==> src/hw/rtl/jts_pkg.sv <==
`default_nettype none

package jts_pkg;

  // Default nesting depth of the container stack
  localparam int unsigned DEFAULT_STACK_DEPTH = 32;

  // Most bytes one input transaction can produce
  localparam int unsigned JOB_BYTES = 9;
  localparam int unsigned JOB_CNT_W = $clog2(JOB_BYTES + 1);
  localparam int unsigned JOB_IDX_W = $clog2(JOB_BYTES);

  // One classified item: the bytes it emits, in order
  typedef struct packed {
    logic [JOB_BYTES-1:0][7:0] bytes;
    logic [JOB_CNT_W-1:0]      count;
    logic                      err;
  } job_t;

endpackage

`default_nettype wire

==> src/hw/rtl/json_token_serializer_unit.sv <==
`default_nettype none

// Channel  Handshake              Payload
// -------  ---------------------  ----------------------------------------
// in       in_valid / in_ready    cmd, data_byte, byte_present, last_byte
// out      out_valid / out_ready  out_byte, run_last, depth_error
//
// An item is accepted and queued (two entries) as a byte list.
// The output sends one byte per cycle while out_ready is high; most items
// give one or two bytes, escapes and literal words more, up to nine.
// A closer that reopens a parent container holds in_ready low for one cycle
// while the parent entry is read back from the stack memory.
// Reset clears the nesting level, the open-string flag and the queue; the
// stack memory is not cleared.

module json_token_serializer_unit #(
  parameter int unsigned STACK_DEPTH = jts_pkg::DEFAULT_STACK_DEPTH
) (
  input  wire logic        clk,
  input  wire logic        rst,
  input  wire logic        in_valid,
  output logic             in_ready,
  input  wire logic [3:0]  cmd,
  input  wire logic [7:0]  data_byte,
  input  wire logic        byte_present,
  input  wire logic        last_byte,
  output logic             out_valid,
  input  wire logic        out_ready,
  output logic [7:0]       out_byte,
  output logic             run_last,
  output logic             depth_error
);

  logic          q_full;
  logic          job_valid;
  jts_pkg::job_t job;
  logic          q_pop;
  logic          q_valid;
  jts_pkg::job_t q_data;

  jts_front #(.STACK_DEPTH(STACK_DEPTH)) u_front (
    .clk          (clk),
    .rst          (rst),
    .in_valid     (in_valid),
    .in_ready     (in_ready),
    .cmd          (cmd),
    .data_byte    (data_byte),
    .byte_present (byte_present),
    .last_byte    (last_byte),
    .q_full       (q_full),
    .job_valid    (job_valid),
    .job          (job)
  );

  jts_queue u_queue (
    .clk       (clk),
    .rst       (rst),
    .push      (job_valid),
    .push_data (job),
    .full      (q_full),
    .pop       (q_pop),
    .pop_valid (q_valid),
    .pop_data  (q_data)
  );

  jts_back u_back (
    .clk         (clk),
    .rst         (rst),
    .q_valid     (q_valid),
    .q_data      (q_data),
    .q_pop       (q_pop),
    .out_valid   (out_valid),
    .out_ready   (out_ready),
    .out_byte    (out_byte),
    .run_last    (run_last),
    .depth_error (depth_error)
  );

endmodule

`default_nettype wire

==> src/hw/rtl/jts_front.sv <==
`default_nettype none

module jts_front #(
  parameter int unsigned STACK_DEPTH = jts_pkg::DEFAULT_STACK_DEPTH
) (
  input  wire logic         clk,
  input  wire logic         rst,
  input  wire logic         in_valid,
  output logic              in_ready,
  input  wire logic [3:0]   cmd,
  input  wire logic [7:0]   data_byte,
  input  wire logic         byte_present,
  input  wire logic         last_byte,
  input  wire logic         q_full,
  output logic              job_valid,
  output jts_pkg::job_t     job
);

  localparam int unsigned LW = $clog2(STACK_DEPTH + 1);
  localparam int unsigned AW = (STACK_DEPTH > 1) ? $clog2(STACK_DEPTH) : 1;

  // Token codes
  localparam logic [3:0] CMD_ARR_BEGIN = 4'd0;
  localparam logic [3:0] CMD_ARR_END   = 4'd1;
  localparam logic [3:0] CMD_OBJ_BEGIN = 4'd2;
  localparam logic [3:0] CMD_OBJ_END   = 4'd3;
  localparam logic [3:0] CMD_STRING    = 4'd4;
  localparam logic [3:0] CMD_NUMBER    = 4'd5;
  localparam logic [3:0] CMD_TRUE      = 4'd6;
  localparam logic [3:0] CMD_FALSE     = 4'd7;
  localparam logic [3:0] CMD_NULL      = 4'd8;

  // Member-count marker of a stack entry
  localparam logic [1:0] MARK_NONE = 2'd0;
  localparam logic [1:0] MARK_ODD  = 2'd1;
  localparam logic [1:0] MARK_EVEN = 2'd2;

  typedef struct packed {
    logic [1:0] mark;
    logic       obj;
  } entry_t;

  typedef struct packed {
    logic [5:0][7:0] bytes;
    logic [2:0]      len;
  } esc_t;

  function automatic entry_t bump(input entry_t e);
    entry_t r;
    r.obj  = e.obj;
    r.mark = (e.mark == MARK_ODD) ? MARK_EVEN : MARK_ODD;
    return r;
  endfunction

  function automatic logic [7:0] hex_char(input logic [3:0] n);
    logic [7:0] r;
    if (n < 4'd10) r = 8'h30 + {4'd0, n};
    else r = 8'h57 + {4'd0, n};
    return r;
  endfunction

  // Escaped form of one content byte
  function automatic esc_t escape(input logic [7:0] c);
    esc_t r;
    r.bytes = '0;
    r.bytes[0] = 8'h5c;
    r.len = 3'd2;
    unique case (c)
      8'h08: r.bytes[1] = 8'h62;
      8'h09: r.bytes[1] = 8'h74;
      8'h0a: r.bytes[1] = 8'h6e;
      8'h0c: r.bytes[1] = 8'h66;
      8'h0d: r.bytes[1] = 8'h72;
      8'h22: r.bytes[1] = 8'h22;
      8'h5c: r.bytes[1] = 8'h5c;
      default: begin
        if (c <= 8'h1f) begin
          r.bytes[1] = 8'h75;
          r.bytes[2] = 8'h30;
          r.bytes[3] = 8'h30;
          r.bytes[4] = hex_char(c[7:4]);
          r.bytes[5] = hex_char(c[3:0]);
          r.len = 3'd6;
        end else begin
          r.bytes[0] = c;
          r.len = 3'd1;
        end
      end
    endcase
    return r;
  endfunction

  // Stack: top entry cached in a register, lower entries in memory
  entry_t          mem [STACK_DEPTH];
  entry_t          top, top_next;
  entry_t          rd_q;
  logic [LW-1:0]   level, level_next;
  logic            string_open, string_open_next;
  logic            reload, reload_next;
  logic            mem_we;
  logic [LW-1:0]   level_m1, level_m2;
  logic            accept;

  assign accept   = in_valid && in_ready;
  assign in_ready = !rst && !reload && !q_full;
  assign level_m1 = level - LW'(1);
  assign level_m2 = level - LW'(2);

  // Classify the item and build its byte list
  always_comb begin
    logic [1:0][7:0] p;
    logic [1:0]      plen;
    logic [6:0][7:0] b;
    logic [2:0]      blen;
    entry_t          top1;
    logic            sep_en;
    logic [7:0]      sep_byte;
    logic            err;
    esc_t            esc;
    logic [3:0]      k;

    p = '0;
    plen = 2'd0;
    b = '0;
    blen = 3'd0;
    err = 1'b0;
    sep_en = 1'b0;
    sep_byte = 8'h00;
    top1 = top;
    esc = escape(data_byte);
    top_next = top;
    level_next = level;
    string_open_next = string_open;
    reload_next = 1'b0;
    mem_we = 1'b0;

    if (cmd == CMD_STRING || cmd == CMD_NUMBER) begin
      // content of a quoted token
      sep_en = (level != '0) && (top.mark != MARK_NONE);
      sep_byte = (!top.obj || top.mark == MARK_EVEN) ? 8'h2c : 8'h3a;
      if (!string_open) begin
        if (sep_en) begin
          p[plen[0]] = sep_byte;
          plen = plen + 2'd1;
        end
        p[plen[0]] = 8'h22;
        plen = plen + 2'd1;
      end
      if (byte_present) begin
        b[5:0] = esc.bytes;
        blen = esc.len;
      end
      string_open_next = 1'b1;
      if (last_byte) begin
        b[blen] = 8'h22;
        blen = blen + 3'd1;
        top_next = bump(top);
        string_open_next = 1'b0;
      end
    end else if (cmd <= CMD_NULL) begin
      // implicit close of an open string
      if (string_open) begin
        p[0] = 8'h22;
        plen = 2'd1;
        top1 = bump(top);
        string_open_next = 1'b0;
      end
      top_next = top1;
      sep_en = (level != '0) && (top1.mark != MARK_NONE);
      sep_byte = (!top1.obj || top1.mark == MARK_EVEN) ? 8'h2c : 8'h3a;
      unique case (cmd) inside
        CMD_ARR_BEGIN, CMD_OBJ_BEGIN: begin
          if (level == LW'(STACK_DEPTH)) begin
            b[0] = 8'h00;
            blen = 3'd1;
            err = 1'b1;
          end else begin
            if (sep_en) begin
              p[plen[0]] = sep_byte;
              plen = plen + 2'd1;
            end
            b[0] = (cmd == CMD_ARR_BEGIN) ? 8'h5b : 8'h7b;
            blen = 3'd1;
            mem_we = (level != '0);
            top_next.obj = (cmd == CMD_OBJ_BEGIN);
            top_next.mark = MARK_NONE;
            level_next = level + LW'(1);
          end
        end
        CMD_ARR_END, CMD_OBJ_END: begin
          b[0] = (cmd == CMD_ARR_END) ? 8'h5d : 8'h7d;
          blen = 3'd1;
          if (level != '0) begin
            level_next = level_m1;
            reload_next = (level > LW'(1));
          end
        end
        CMD_TRUE: begin
          b[3:0] = {8'h65, 8'h75, 8'h72, 8'h74};
          blen = 3'd4;
        end
        CMD_FALSE: begin
          b[4:0] = {8'h65, 8'h73, 8'h6c, 8'h61, 8'h66};
          blen = 3'd5;
        end
        default: begin
          b[3:0] = {8'h6c, 8'h6c, 8'h75, 8'h6e};
          blen = 3'd4;
        end
      endcase
      // literal words take a separator and count as a member
      if (cmd == CMD_TRUE || cmd == CMD_FALSE || cmd == CMD_NULL) begin
        if (sep_en) begin
          p[plen[0]] = sep_byte;
          plen = plen + 2'd1;
        end
        top_next = bump(top1);
      end
    end

    // pack prefix and body into one list
    job.err = err;
    job.count = jts_pkg::JOB_CNT_W'({2'd0, plen} + {1'b0, blen});
    for (int i = 0; i < int'(jts_pkg::JOB_BYTES); i++) begin
      k = 4'(i) - {2'd0, plen};
      if (4'(i) < {2'd0, plen}) job.bytes[i] = p[i[0]];
      else if (k < 4'd7) job.bytes[i] = b[k[2:0]];
      else job.bytes[i] = 8'h00;
    end
    job_valid = accept && (job.count != '0);
  end

  // Control state
  always_ff @(posedge clk) begin
    if (rst) begin
      level <= '0;
      string_open <= 1'b0;
      reload <= 1'b0;
    end else if (reload) begin
      reload <= 1'b0;
    end else if (accept) begin
      level <= level_next;
      string_open <= string_open_next;
      reload <= reload_next;
    end
  end

  // Top entry: updated per item, refilled from memory after a pop
  always_ff @(posedge clk) begin
    if (reload) top <= bump(rd_q);
    else if (accept) top <= top_next;
  end

  // Parent entry as it stands after any implicit string close
  function automatic entry_t top_of_push();
    entry_t r;
    r = top;
    if (string_open) r = bump(top);
    return r;
  endfunction

  // Stack memory, one write and one registered read port
  always_ff @(posedge clk) begin
    if (accept && mem_we) mem[level_m1[AW-1:0]] <= top_of_push();
    rd_q <= mem[level_m2[AW-1:0]];
  end

  assert property (@(posedge clk) disable iff (rst) level <= LW'(STACK_DEPTH))
    else $error("nesting level beyond stack depth");
  assert property (@(posedge clk) disable iff (rst)
    accept && (cmd == CMD_ARR_END || cmd == CMD_OBJ_END) && level > LW'(1) |=> !in_ready)
    else $error("no refill cycle after a pop");

endmodule

`default_nettype wire

==> src/hw/rtl/jts_queue.sv <==
`default_nettype none

module jts_queue (
  input  wire logic           clk,
  input  wire logic           rst,
  input  wire logic           push,
  input  wire jts_pkg::job_t  push_data,
  output logic                full,
  input  wire logic           pop,
  output logic                pop_valid,
  output jts_pkg::job_t       pop_data
);

  // Two-entry job queue between front and back
  jts_pkg::job_t slots [2];
  logic          wr_ptr, rd_ptr;
  logic [1:0]    cnt;

  assign full      = (cnt == 2'd2);
  assign pop_valid = (cnt != 2'd0);
  assign pop_data  = slots[rd_ptr];

  always_ff @(posedge clk) begin
    if (rst) begin
      wr_ptr <= 1'b0;
      rd_ptr <= 1'b0;
      cnt <= 2'd0;
    end else begin
      if (push) wr_ptr <= !wr_ptr;
      if (pop) rd_ptr <= !rd_ptr;
      if (push && !pop) cnt <= cnt + 2'd1;
      else if (pop && !push) cnt <= cnt - 2'd1;
    end
  end

  always_ff @(posedge clk) begin
    if (push) slots[wr_ptr] <= push_data;
  end

  assert property (@(posedge clk) disable iff (rst) !(push && full))
    else $error("job pushed into full queue");
  assert property (@(posedge clk) disable iff (rst) !(pop && !pop_valid))
    else $error("job popped from empty queue");

endmodule

`default_nettype wire

==> src/hw/rtl/jts_back.sv <==
`default_nettype none

module jts_back (
  input  wire logic           clk,
  input  wire logic           rst,
  input  wire logic           q_valid,
  input  wire jts_pkg::job_t  q_data,
  output logic                q_pop,
  output logic                out_valid,
  input  wire logic           out_ready,
  output logic [7:0]          out_byte,
  output logic                run_last,
  output logic                depth_error
);

  // Current job and the index of the byte on the output
  jts_pkg::job_t                   cur;
  logic                            cur_valid;
  logic [jts_pkg::JOB_IDX_W-1:0]   idx;
  logic                            at_last;

  assign at_last     = (jts_pkg::JOB_CNT_W'(idx) == cur.count - jts_pkg::JOB_CNT_W'(1));
  assign out_valid   = cur_valid;
  assign out_byte    = cur.bytes[idx];
  assign run_last    = at_last;
  assign depth_error = cur.err && at_last;
  assign q_pop       = q_valid && (!cur_valid || (out_ready && at_last));

  always_ff @(posedge clk) begin
    if (rst) begin
      cur_valid <= 1'b0;
      idx <= '0;
    end else if (!cur_valid || (out_ready && at_last)) begin
      cur_valid <= q_valid;
      idx <= '0;
    end else if (out_ready) begin
      idx <= idx + jts_pkg::JOB_IDX_W'(1);
    end
  end

  always_ff @(posedge clk) begin
    if (q_pop) cur <= q_data;
  end

  assert property (@(posedge clk) disable iff (rst)
    cur_valid |-> (cur.count != '0) && (jts_pkg::JOB_CNT_W'(idx) < cur.count))
    else $error("byte index outside current job");

endmodule

`default_nettype wire

==> config.mk <==
export PLATFORM = sky130hd
export DESIGN_NAME = json_token_serializer_unit
export DESIGN_NICKNAME = d
export VERILOG_FILES = /design/src/hw/rtl/jts_pkg.sv /design/src/hw/rtl/json_token_serializer_unit.sv /design/src/hw/rtl/jts_front.sv /design/src/hw/rtl/jts_queue.sv /design/src/hw/rtl/jts_back.sv
export SDC_FILE = /design/constraint.sdc
export NUM_CORES = 1
export LEC_CHECK = 0
export BUFFER_PORTS_ARGS = -buffer_cell sky130_fd_sc_hd__buf_2
export CORE_ASPECT_RATIO = 2
export CORE_UTILIZATION = 50
export CTS_CLUSTER_DIAMETER = 100
export CTS_CLUSTER_SIZE = 8
export DETAILED_ROUTE_END_ITERATION = 6
export PLACE_DENSITY_LB_ADDON = 0.15
export SLEW_MARGIN = 20
export SYNTH_ARGS = -nofsm -noshare
export SYNTH_HDL_FRONTEND = slang
export SYNTH_SLANG_ARGS = --single-unit
==> constraint.sdc <==
create_clock -name clk -period 10.25 [get_ports clk]
set_input_delay 2.05 -clock clk [delete_from_list [all_inputs] [get_ports clk]]
set_output_delay 2.05 -clock clk [all_outputs]
set_load 0.005 [all_outputs]
==> impl_metrics.csv, run 1 <==
group,metric,value,unit
outcome,outcome,"completed",
placed_design,dp_slack,2810,ps
drt,vias_per_cell,6.06,
global_routing,grt_use_met1,25.0,%
floorplanning,chipHeight,260,µm
floorplanning,row_count,94,
timing,finalHoldViolCount,0,
placed_design,numPortBuffers,29,
setup_path,setup.worst_path.start,"data_byte[0]",
setup_path,cp_max_fo,54,
global_routing,grt_pass1_wl,63500,µm
synthesis,synthFlopType,"edfxtp_1",
timing,setup_viol,0,
pwr,p_leak,6.15,nW
global_routing,overflow,0,
clock_network,cts_tree,"done",
placed_design,place_inst,1607,
layout,antennaDiodeCount,0,
clock_network,ctsLongestPathBuffers,3,
clock_network,cts-root-buf,"clkbuf_16",
timing,max_slew.worst_pin.slew,1030,ps
floorplanning,io_pins,30,
placed_design,hpwl,29600,µm
timing,fin_crit_sh,67.1,%
layout,final_cells,1687,
drt,routed_wirelength,41500,µm
clock_network,clock_sinks,347,
layout,nFillCells,2643,
worst_hold_path,hp-class,"reg2reg",
floorplanning,start_util,50.7,%
floorplanning,fp.dieArea,34000,µm²
timing,finClkSkew,21.2,ps
setup_path,crit_slowest_cell,"buf_4",
layout,nets,1276,
setup_path,start_kind,"input pin",
global_routing,met2_usage,49.5,%
layout,drive_gt1_share,20.3,%
drt,wl_per_cell,24.6,µm
clock_network,insertion_delay,570,ps
timing,grt_setup_unrepaired,"false",
pwr,power-per-cell-area,210,nW/µm²
drt,vias,10220,
timing,worst_slack,3370,ps
synthesis,synth-seq-area-share,61.5,%
setup_path,path_class,"in2reg",
setup_path,r2r_start,"u_front.level[1]$_SDFFE_PP0P_",
global_routing,track_usage,25.9,%
setup_path,reg2regPathDepth,21,
setup_path,crit_chain,"buf_2, inv_1, ha_1, nor2b_1, o31ai_1, nand4_1, nor2_1, ha_1, nand3_1, a2111oi_0, nand4_1, nand3_1, mux2i_1, o311ai_2, nor2_4, buf_4",
setup_path,cp.arrival,7060,ps
timing,maxSlewHeadroom,30.9,%
floorplanning,die_w,131,µm
setup_path,max_stage_delay,700,ps
synthesis,synth_seq_cells,347,
clock_network,ctsHtreeMaxLevel,2,
setup_path,crit_path_end_kind,"flop",
synthesis,synth_warnings,0,
layout,final_core_util,56.5,%
floorplanning,core_region_area,32800,µm²
synthesis,synth_edf_count,327,
synthesis,synth-async-reset-ratio,0,%
job,drv_cap,0,
global_routing,grt_max_degree,64,
timing,drv_slew,0,
global_routing,antenna_found_initial,0,
synthesis,syn_inst,1201,
worst_hold_path,whs_path_depth,2,
drt,ant_nets,0,
clock_network,ctsHoldBuffers,0,
placed_design,place_congestion,0.974,
global_routing,grt_most_used_layer,"met2",
clock_network,post_cts_buffers,0,
drt,drc,0,
setup_path,cp-endpoint,"u_queue.slots[1][8]$_DFFE_PP_",
placed_design,place_area,17100,µm²
timing,min_period,6880,ps
clock_network,numCtsBuffers,49,
setup_path,rr_endpoint,"u_queue.slots[1][8]$_DFFE_PP_",
synthesis,syn_area_per_cell,13.8,µm²
setup_path,cp.required,10440,ps
layout,syn_to_final_growth,11.5,%
clock_network,clk_pin_slew,50,ps
setup_path,rrSetupSlack,3460,ps
timing,max_freq,145,MHz
drt,first_iter_violations,717,
pwr,peakVddDrop,0.178,mV
global_routing,grt_use_met3,4.13,%
clock_network,cts_resized,0,
timing,fin_setup_tns,0,ps
synthesis,ys_types,92,
global_routing,grt_pass1_vias,10731,
layout,final_area,18500,µm²
synthesis,syn_area,16600,µm²
drt,drt_first_pass_iters,5,
## kinds of logic (layout without fill, tap and decap cells)
logic type                 Yosys count  in the layout  synth area share (%)
other                                1              4                0.0226
adders and majority gates           32             32                  2.45
and+or+nand+nor                    319            319                  9.48
AOI/OAI and AO/OA                  206            206                  8.40
buffers and inverters              105            156                  2.64
DFF                                347            347                  61.5
muxes                              164            164                  14.1
xor gates and xnor gates            27             27                  1.42
## placed cells by master (no fill, tap or decap), types with 18 or more instances in the layout
cell / n
edfxtp_1: 327
buf_2: 29
ha_1: 31
clkbuf_1: 27
nor2_1: 101
a21oi_1: 45
inv_1: 31
o21ai_0: 47
mux4_2: 45
mux2_2: 84
mux2i_1: 29
dfxtp_1: 18
nand2_1: 84
nand3_1: 29
xnor2_1: 18
clkbuf_16: 50
## through the flow
| step | hold WS, ps | power (mW) |
|---|---|---|
| final | 500 | 3.88 |
| after CTS | 502 | 3.93 |
| after global routing | 538 | 4.04 |
| after global placement | 487 | 2.45 |
| after detailed placement | 496 | 2.46 |
| after floorplan | 450 | 2.28 |
## worst min path at each step
stage               slack (ps)                          start                            end
finish                     500  u_back.out_valid$_SDFFE_PP0P_  u_back.out_valid$_SDFFE_PP0P_
global route               540    u_queue.wr_ptr$_SDFFE_PP0P_    u_queue.wr_ptr$_SDFFE_PP0P_
CTS                        500  u_back.out_valid$_SDFFE_PP0P_  u_back.out_valid$_SDFFE_PP0P_
detailed placement         500  u_back.out_valid$_SDFFE_PP0P_  u_back.out_valid$_SDFFE_PP0P_
global placement           490  u_back.out_valid$_SDFFE_PP0P_  u_back.out_valid$_SDFFE_PP0P_
floorplan                  450    u_queue.wr_ptr$_SDFFE_PP0P_    u_queue.wr_ptr$_SDFFE_PP0P_
## cells in the mapped netlist, types with 3 or more instances
master     instances  area (µm²)
xor2_1             9        78.8
buf_2              8        40.0
nand3_1           29         145
or3_1              8        50.1
buf_6              3        33.8
dfxtp_1           20         400
a22oi_1            5        37.5
clkbuf_1          47         176
mux2i_1           29         290
a2111oi_0          3        26.3
o21ai_0           47         235
o211ai_1           8        60.1
nor4_1             8        50.1
a2bb2oi_1          3        26.3
a211oi_1           3        22.5
edfxtp_1         327        9820
nor2_1           103         387
nand2_1           84         315
mux4_2            45        1010
nand2b_1          15        93.8
nor3_1            17        85.1
o31ai_1            9        67.6
nand3b_1           3        22.5
inv_1             32         120
o21a_1             3        22.5
nand4_1           13        81.3
o22ai_1           12        75.1
buf_1             11        41.3
nor2b_1            5        31.3
mux2_2            84         946
o221ai_1           6        52.6
and2_1             7        43.8
ha_1              31         388
o21ai_1           10        50.1
or2_2              3        18.8
a21oi_1           45         225
a21o_1             6        45.0
xnor2_1           18         158
a31oi_1            8        50.1
mux2i_2            3        41.3
## final cells by class
class | instances | area, µm² | area share [%]
clock buffer | 77 | 1350 | 7.30
timing repair buffer | 42 | 243 | 1.31
inverter | 34 | 134 | 0.722
tap | 432 | 541 | 2.92
clock inverter | 3 | 46.3 | 0.250
sequential | 347 | 10200 | 55.2
multi-input combinational | 752 | 6000 | 32.3
## critical path: cells and delay by family
kind / cells / cell delay (ps)
AND/OR/NAND/NOR: 7 / 2070
adder cells (fa/ha/maj): 2 / 450
AO/OA/AOI/OAI: 3 / 1210
multiplexers: 1 / 250
buffers and inverters: 3 / 930
## state kept, by name, indices dropped and copies added (netlist names)
| name | cells |
|---|---|
| u_front.top | 3 |
| u_queue.wr_ptr | 1 |
| u_queue.cnt | 2 |
| u_back.cur | 76 |
| u_back.out_valid | 1 |
| u_queue.rd_ptr | 1 |
| u_front.mem | 96 |
| u_queue.slots | 152 |
| u_back.idx | 4 |
| u_front.rd_q | 3 |
| u_front.string_open | 1 |
| u_front.level | 6 |
| u_front.reload | 1 |
## per-layer routing
metal,wire [µm],part of all wire (%),vias to the layer above
met2,23700,57,326
met4,2710,6.5,0
met3,1500,3.6,119
met1,13600,33,5091
met5,0,0,-
li1,-,-,4684
## power breakdown
group | total [mW] | leakage [nW] | internal [mW] | switching, mW
sequential | 1.85 | 3.20 | 1.79 | 0.0646
combinational | 0.569 | 2.28 | 0.246 | 0.323
clock | 1.46 | 0.664 | 0.894 | 0.567
total | 3.88 | 6.15 | 2.93 | 0.955
Note: power is estimated with default switching activity, not from simulation.
==> run 2: changes to the inputs <==
==> constraint.sdc (replaced) <==
create_clock -name clk -period 5.93 [get_ports clk]
set_input_delay 1.186 -clock clk [delete_from_list [all_inputs] [get_ports clk]]
set_output_delay 1.186 -clock clk [all_outputs]
set_load 0.005 [all_outputs]
==> run 2 against run 1 <==
Net effect: via count grew 0.81%; combinational power up 83%; largest cell class unchanged; die area is the same; routed wire length up 3.3%; cell count is 1.5% higher; core utilization rose by 0.82 points; hold slack better by 25 ps.
==> impl_metrics.csv, run 2 (synthesis results as in run 1) <==
group,metric,value,unit
floorplanning,chipHeight,260,µm
placed_design,dp_slack,586,ps
timing,max_freq,192,MHz
clock_network,insertion_delay,570,ps
worst_hold_path,hp-class,"reg2reg",
global_routing,track_usage,26.3,%
timing,worst_slack,722,ps
pwr,seqPwrFrac,47.3,%
floorplanning,io_pins,30,
setup_path,cp.required,6420,ps
placed_design,numPortBuffers,29,
global_routing,grt_pass1_vias,10693,
floorplanning,start_util,50.7,%
layout,antennaDiodeCount,0,
worst_hold_path,hold_start,"u_back.out_valid$_SDFFE_PP0P_",
timing,max_slew.worst_pin.slew,1080,ps
global_routing,overflow,0,
pwr,switchingPower,1.67,mW
setup_path,r2r_start,"u_front.level[0]$_SDFFE_PP0P_",
timing,setup_viol,0,
setup_path,path_buf_inv,4,
clock_network,ctsHtreeMaxLevel,2,
pwr,intPower,5.06,mW
floorplanning,row_count,94,
layout,top_register,"u_queue.slots",
layout,nFillCells,2624,
setup_path,crit_slowest_cell,"nor4b_4",
placed_design,place_congestion,0.967,
timing,maxSlewHeadroom,27.4,%
setup_path,rrSetupSlack,720,ps
setup_path,cp.arrival,5700,ps
global_routing,grt_pass1_wl,64000,µm
worst_hold_path,min_to,"u_back.out_valid$_SDFFE_PP0P_",
timing,min_period,5210,ps
setup_path,crit_path_end_kind,"flop",
clock_network,clock_sinks,347,
timing,finalHoldViolCount,0,
floorplanning,core_region_area,32800,µm²
drt,first_iter_violations,673,
layout,drive_gt1_share,22.0,%
floorplanning,die_w,131,µm
setup_path,reg2regPathDepth,22,
clock_network,cts-root-buf,"clkbuf_16",
placed_design,hpwl,31400,µm
pwr,p_leak,6.31,nW
outcome,outcome,"completed",
drt,vias_per_cell,6.01,
timing,drv_slew,0,
pwr,power-per-cell-area,358,nW/µm²
drt,drt_first_pass_iters,5,
timing,grt_setup_unrepaired,"false",
setup_path,start_kind,"flop",
pwr,combPwrFrac,15.4,%
drt,drc,0,
clock_network,clk_pin_slew,50,ps
timing,fin_crit_sh,87.8,%
layout,nets,1303,
timing,fin_setup_tns,0,ps
setup_path,cp_max_fo,9,
drt,wl_per_cell,25.0,µm
layout,syn_to_final_growth,13.1,%
clock_network,cts_tree,"done",
global_routing,antenna_found_initial,0,
global_routing,grt_max_degree,73,
pwr,peakVddDrop,0.253,mV
drt,routed_wirelength,42800,µm
job,drv_cap,0,
clock_network,cts_resized,0,
clock_network,numCtsBuffers,49,
pwr,p_clk_share,37.4,%
setup_path,crit_family,"simple AND/OR/NAND/NOR gates",
floorplanning,fp.dieArea,34000,µm²
setup_path,path_class,"reg2reg",
pwr,p_sw_share,24.8,%
setup_path,cp_common_cell,"ha_1",
layout,largest_reg_flops,152,
setup_path,rr_endpoint,"u_queue.cnt[1]$_SDFFE_PP0P_",
setup_path,crit_chain,"inv_1, ha_1, nor4b_4, a21o_1, ha_1, o211a_4, nor2_1, ha_1, nand2_1, nand2_1, nor2_4, inv_2, ha_1, a21oi_1, nor2b_1, mux2i_1, o311ai_2, buf_4, inv_1, ha_1, or3_1, a21oi_1",
layout,final_common_cell,"edfxtp_1",
setup_path,max_stage_delay,520,ps
drt,vias,10303,
clock_network,ctsLongestPathBuffers,3,
layout,final_cell_mix,"edfxtp_1, nor2_1, nand2_1, mux2_2, clkbuf_16",
worst_hold_path,whs_path_depth,2,
clock_network,ctsHoldBuffers,0,
drt,ant_nets,0,
clock_network,post_cts_buffers,0,
timing,finClkSkew,20.5,ps
run 2: changes by cell type in the layout (fill, tap and decap cells not counted):
| cell | before | now |
|---|---|---|
| buf_12 | 0 | 5 |
| buf_4 | 13 | 35 |
| nor2_4 | 2 | 3 |
| nor4b_2 | 1 | 0 |
| clkbuf_16 | 50 | 49 |
| nor2_2 | 1 | 0 |
| dfxtp_4 | 2 | 1 |
| inv_16 | 0 | 1 |
| dfxtp_2 | 0 | 1 |
| clkbuf_1 | 27 | 26 |
| nor4b_4 | 0 | 1 |
run 2: power by group through the flow:
| stage | Clock [mW] | Sequential, mW | Combinational, mW |
|---|---|---|---|
| 6_report | 2.52 | 3.18 | 1.04 |
| 3_5_place_dp | 0 | 3.23 | 1.04 |
| 2_1_floorplan | 0 | 3.20 | 0.746 |
| 3_3_place_gp | 0 | 3.22 | 1.04 |
| 4_1_cts | 2.56 | 3.19 | 1.05 |
| 5_1_grt | 2.65 | 3.21 | 1.13 |
run 2: worst register-to-register path: stages (launching register included):
cell	delay, ps
dfxtp_2	310
inv_1	130
ha_1	390
nor4b_4	520
a21o_1	310
ha_1	280
o211a_4	180
nor2_1	240
ha_1	310
nand2_1	100
nand2_1	110
nor2_4	220
inv_2	60
ha_1	260
a21oi_1	160
nor2b_1	140
mux2i_1	80
o311ai_2	210
buf_4	200
inv_1	50
ha_1	330
or3_1	370
a21oi_1	150
run 2: metrics by stage:
step	std cells	instance area (µm²)	hold slack (ps)	utilization, %	total power [mW]
after global routing	1713	18800	549	57.3	6.99
after floorplan	1204	16700	478	-	3.94
after detailed placement	1634	17400	519	53.1	4.28
after CTS	1713	18800	527	57.3	6.79
final	1713	18800	525	57.3	6.74
after global placement	1634	17400	492	53.1	4.25
run 2: cell type report:
class / instances / area (µm²) / share of cell area [%]
Timing Repair Buffer: 69 / 508 / 2.70
Clock buffer: 75 / 1320 / 7.04
Sequential cell: 347 / 10200 / 54.4
Clock inverter: 4 / 66.3 / 0.353
Inverter: 34 / 134 / 0.712
Multi-Input combinational cell: 752 / 6010 / 32.0
Tap cell: 432 / 541 / 2.87
run 2: per-layer routing:
layer  vias up  global-route usage, %  share of wire, %
met2       314                   49.5                56
li1       4719                      -                 -
met4         0                   18.7               7.6
met1      5116                   25.5                33
met3       154                   3.62               3.3
met5         -                      0                 0
run 2: worst max path at each step:
stage | startpoint | depth (start not counted) | slack [ps] | to
after detailed placement | data_byte[0] | 21 | 590 | u_queue.cnt[1]$_SDFFE_PP0P_
after global placement | data_byte[0] | 21 | 700 | u_queue.cnt[1]$_SDFFE_PP0P_
after global routing | u_front.level[0]$_SDFFE_PP0P_ | 22 | 470 | u_queue.cnt[1]$_SDFFE_PP0P_
final | u_front.level[0]$_SDFFE_PP0P_ | 22 | 720 | u_queue.cnt[1]$_SDFFE_PP0P_
after floorplan | u_front.level[0]$_SDFFE_PP0P_ | 22 | 70 | u_queue.slots[0][0]$_DFFE_PP_
after CTS | u_front.level[0]$_SDFFE_PP0P_ | 22 | 790 | u_queue.cnt[1]$_SDFFE_PP0P_
==> run 3: changes to the inputs <==
--- a/config.mk
+++ b/config.mk
@@ -12,6 +12,7 @@
 export CTS_CLUSTER_SIZE = 8
 export DETAILED_ROUTE_END_ITERATION = 6
 export PLACE_DENSITY_LB_ADDON = 0.15
+export RECOVER_POWER = 50
 export SLEW_MARGIN = 20
 export SYNTH_ARGS = -nofsm -noshare
 export SYNTH_HDL_FRONTEND = slang
==> run 3 against run 2 <==
Net effect: the flow now finishes with violations (max-capacitance violations, max-slew violations); clock-buffer cell count unchanged; via count increased by 0.37%; first-iteration DRC count increased by 3.9%; critical path depth decreased by 11; routed wire length increased by 0.12%; core utilization decreased by 0.12 points; sequential cell count unchanged; register-to-register slack improved by 20 ps; sequential share of layout area increased by 0.089 points.
==> impl_metrics.csv, run 3 (synthesis results as in run 1) <==
group,metric,value,unit
outcome,outcome,"finished with violations",
outcome,failed_checks,"max-capacitance violations, max-slew violations",
timing,grt_setup_unrepaired,"false",
pwr,intPower,5.10,mW
setup_path,max_stage_delay,700,ps
setup_path,cp_max_fo,32,
floorplanning,fp.dieArea,34000,µm²
setup_path,rrSetupSlack,740,ps
floorplanning,die_w,131,µm
layout,syn_to_final_growth,12.9,%
floorplanning,io_pins,30,
timing,fin_crit_sh,89.1,%
setup_path,crit_path_end_kind,"flop",
pwr,peakVddDrop,0.252,mV
layout,top_register,"u_queue.slots",
floorplanning,chipHeight,260,µm
pwr,switchingPower,1.67,mW
layout,layout.area.seq,10200,µm²
timing,hold_slack,531,ps
timing,maxSlewHeadroom,-175,%
drt,vias_per_cell,6.04,
setup_path,cp.required,6250,ps
floorplanning,row_count,94,
drt,vias,10341,
job,drv_cap,4,
timing,finClkSkew,21.9,ps
timing,min_period,5290,ps
drt,first_iter_violations,699,
layout,drive_gt1_share,20.6,%
layout,multiInputGateArea,6000,µm²
setup_path,reg2regPathDepth,22,
timing,finalHoldViolCount,0,
clock_network,clk_pin_slew,50,ps
setup_path,r2r_start,"u_front.level[0]$_SDFFE_PP0P_",
clock_network,cts-root-buf,"clkbuf_16",
layout,nets,1303,
drt,wl_met1,14100,µm
drt,ant_nets,0,
pwr,p_clk_share,37.1,%
clock_network,ctsHoldBuffers,0,
global_routing,track_usage,26.3,%
clock_network,clock_sinks,347,
placed_design,dp_slack,586,ps
layout,final_cell_mix,"edfxtp_1, nor2_1, nand2_1, mux2_2, clkbuf_16",
global_routing,antenna_found_initial,0,
global_routing,grt_max_degree,73,
setup_path,crit_slowest_cell,"or4b_1",
clock_network,cts_resized,0,
layout,nFillCells,2636,
floorplanning,start_util,50.7,%
placed_design,hpwl,31400,µm
setup_path,start_kind,"input pin",
drt,top_layer_used,"met4",
pwr,p_leak,6.28,nW
worst_hold_path,min_to,"u_back.out_valid$_SDFFE_PP0P_",
timing,drv_slew,185,
setup_path,crit_chain,"clkbuf_1, or4b_1, a221oi_4, nand3b_1, nand4_4, buf_4, inv_6, ha_1, inv_1, nand2_1, nor3_1",
worst_hold_path,hold_start,"u_back.out_valid$_SDFFE_PP0P_",
global_routing,grt_pass1_vias,10693,
clock_network,post_cts_buffers,0,
pwr,p_sw_share,24.7,%
drt,dr_wl_met3,1430,µm
placed_design,place_congestion,0.967,
setup_path,rr_endpoint,"u_queue.cnt[1]$_SDFFE_PP0P_",
floorplanning,core_region_area,32800,µm²
setup_path,path_class,"in2reg",
global_routing,overflow,0,
drt,wl_met2,24100,µm
layout,antennaDiodeCount,0,
global_routing,grt_pass1_wl,64000,µm
clock_network,numCtsBuffers,49,
worst_hold_path,whs_path_depth,2,
clock_network,ctsHtreeMaxLevel,2,
setup_path,path_buf_inv,4,
timing,max_slew.worst_pin.slew,4120,ps
drt,wl_per_cell,25.0,µm
pwr,seqPwrFrac,47.1,%
layout,largest_reg_flops,152,
clock_network,insertion_delay,570,ps
drt,drt_first_pass_iters,5,
timing,worst_slack,644,ps
clock_network,ctsLongestPathBuffers,3,
drt,routed_wirelength,42900,µm
timing,setup_viol,0,
pwr,power-per-cell-area,361,nW/µm²
setup_path,crit_family,"simple AND/OR/NAND/NOR gates",
placed_design,numPortBuffers,29,
pwr,combPwrFrac,15.8,%
setup_path,cp.arrival,5610,ps
timing,fin_setup_tns,0,ps
timing,max_freq,189,MHz
worst_hold_path,hp-class,"reg2reg",
drt,drc,0,
clock_network,cts_tree,"done",
layout,final_common_cell,"edfxtp_1",
## run 3: changes by cell type in the layout (fill, tap and decap cells not counted), moves of 2 or more
cell,before,now
buf_2,29,27
buf_4,35,30
mux2_2,84,77
and2_0,0,2
dfxtp_1,18,20
clkbuf_1,26,33
mux2_1,0,7
and2_1,7,5
## run 3: stage by stage
step           instances  instance area, µm²  util (%)  total power, mW
6_report            1713               18800      57.2             6.77
5_1_grt             1713               18800      57.2             7.03
4_1_cts             1713               18800      57.3             6.79
3_5_place_dp        1634               17400      53.1             4.28
3_3_place_gp        1634               17400      53.1             4.25
2_1_floorplan       1204               16700         -             3.94
## run 3: worst max path at each step
stage,from,endpoint,slack [ps],depth (start not counted)
detailed placement,data_byte[0],u_queue.cnt[1]$_SDFFE_PP0P_,590,21
floorplan,u_front.level[0]$_SDFFE_PP0P_,u_queue.slots[0][0]$_DFFE_PP_,70,22
finish,cmd[3],u_queue.slots[0][65]$_DFFE_PP_,640,11
global placement,data_byte[0],u_queue.cnt[1]$_SDFFE_PP0P_,700,21
global route,u_front.level[0]$_SDFFE_PP0P_,u_queue.cnt[1]$_SDFFE_PP0P_,470,22
CTS,u_front.level[0]$_SDFFE_PP0P_,u_queue.cnt[1]$_SDFFE_PP0P_,790,22
## run 3: power by group through the flow
stage / clock (mW) / sequential [mW] / combinational [mW]
2_1_floorplan: 0 / 3.20 / 0.746
3_3_place_gp: 0 / 3.22 / 1.04
3_5_place_dp: 0 / 3.23 / 1.04
4_1_cts: 2.56 / 3.19 / 1.05
5_1_grt: 2.65 / 3.22 / 1.16
6_report: 2.51 / 3.19 / 1.07
## run 3: tightest hold or removal path, cell delays in order (launching register included)
cell	delay (ps)
dfxtp_1	320
nand2_1	90
a21oi_1	70
## run 3: area by class of cell
class | count | share of cell area (%)
clock buffers | 75 | 7.05
clock inverters | 4 | 0.353
inverters | 34 | 0.713
multi-input cells | 752 | 32.0
flip-flops and latches | 347 | 54.5
well taps | 432 | 2.88
repair buffers | 69 | 2.59
## run 3: layer usage
layer | GRT usage [%] | vias to the layer above
met5 | 0 | -
met4 | 18.7 | 0
met2 | 49.5 | 319
met3 | 3.62 | 152
met1 | 25.5 | 5150
li1 | - | 4720
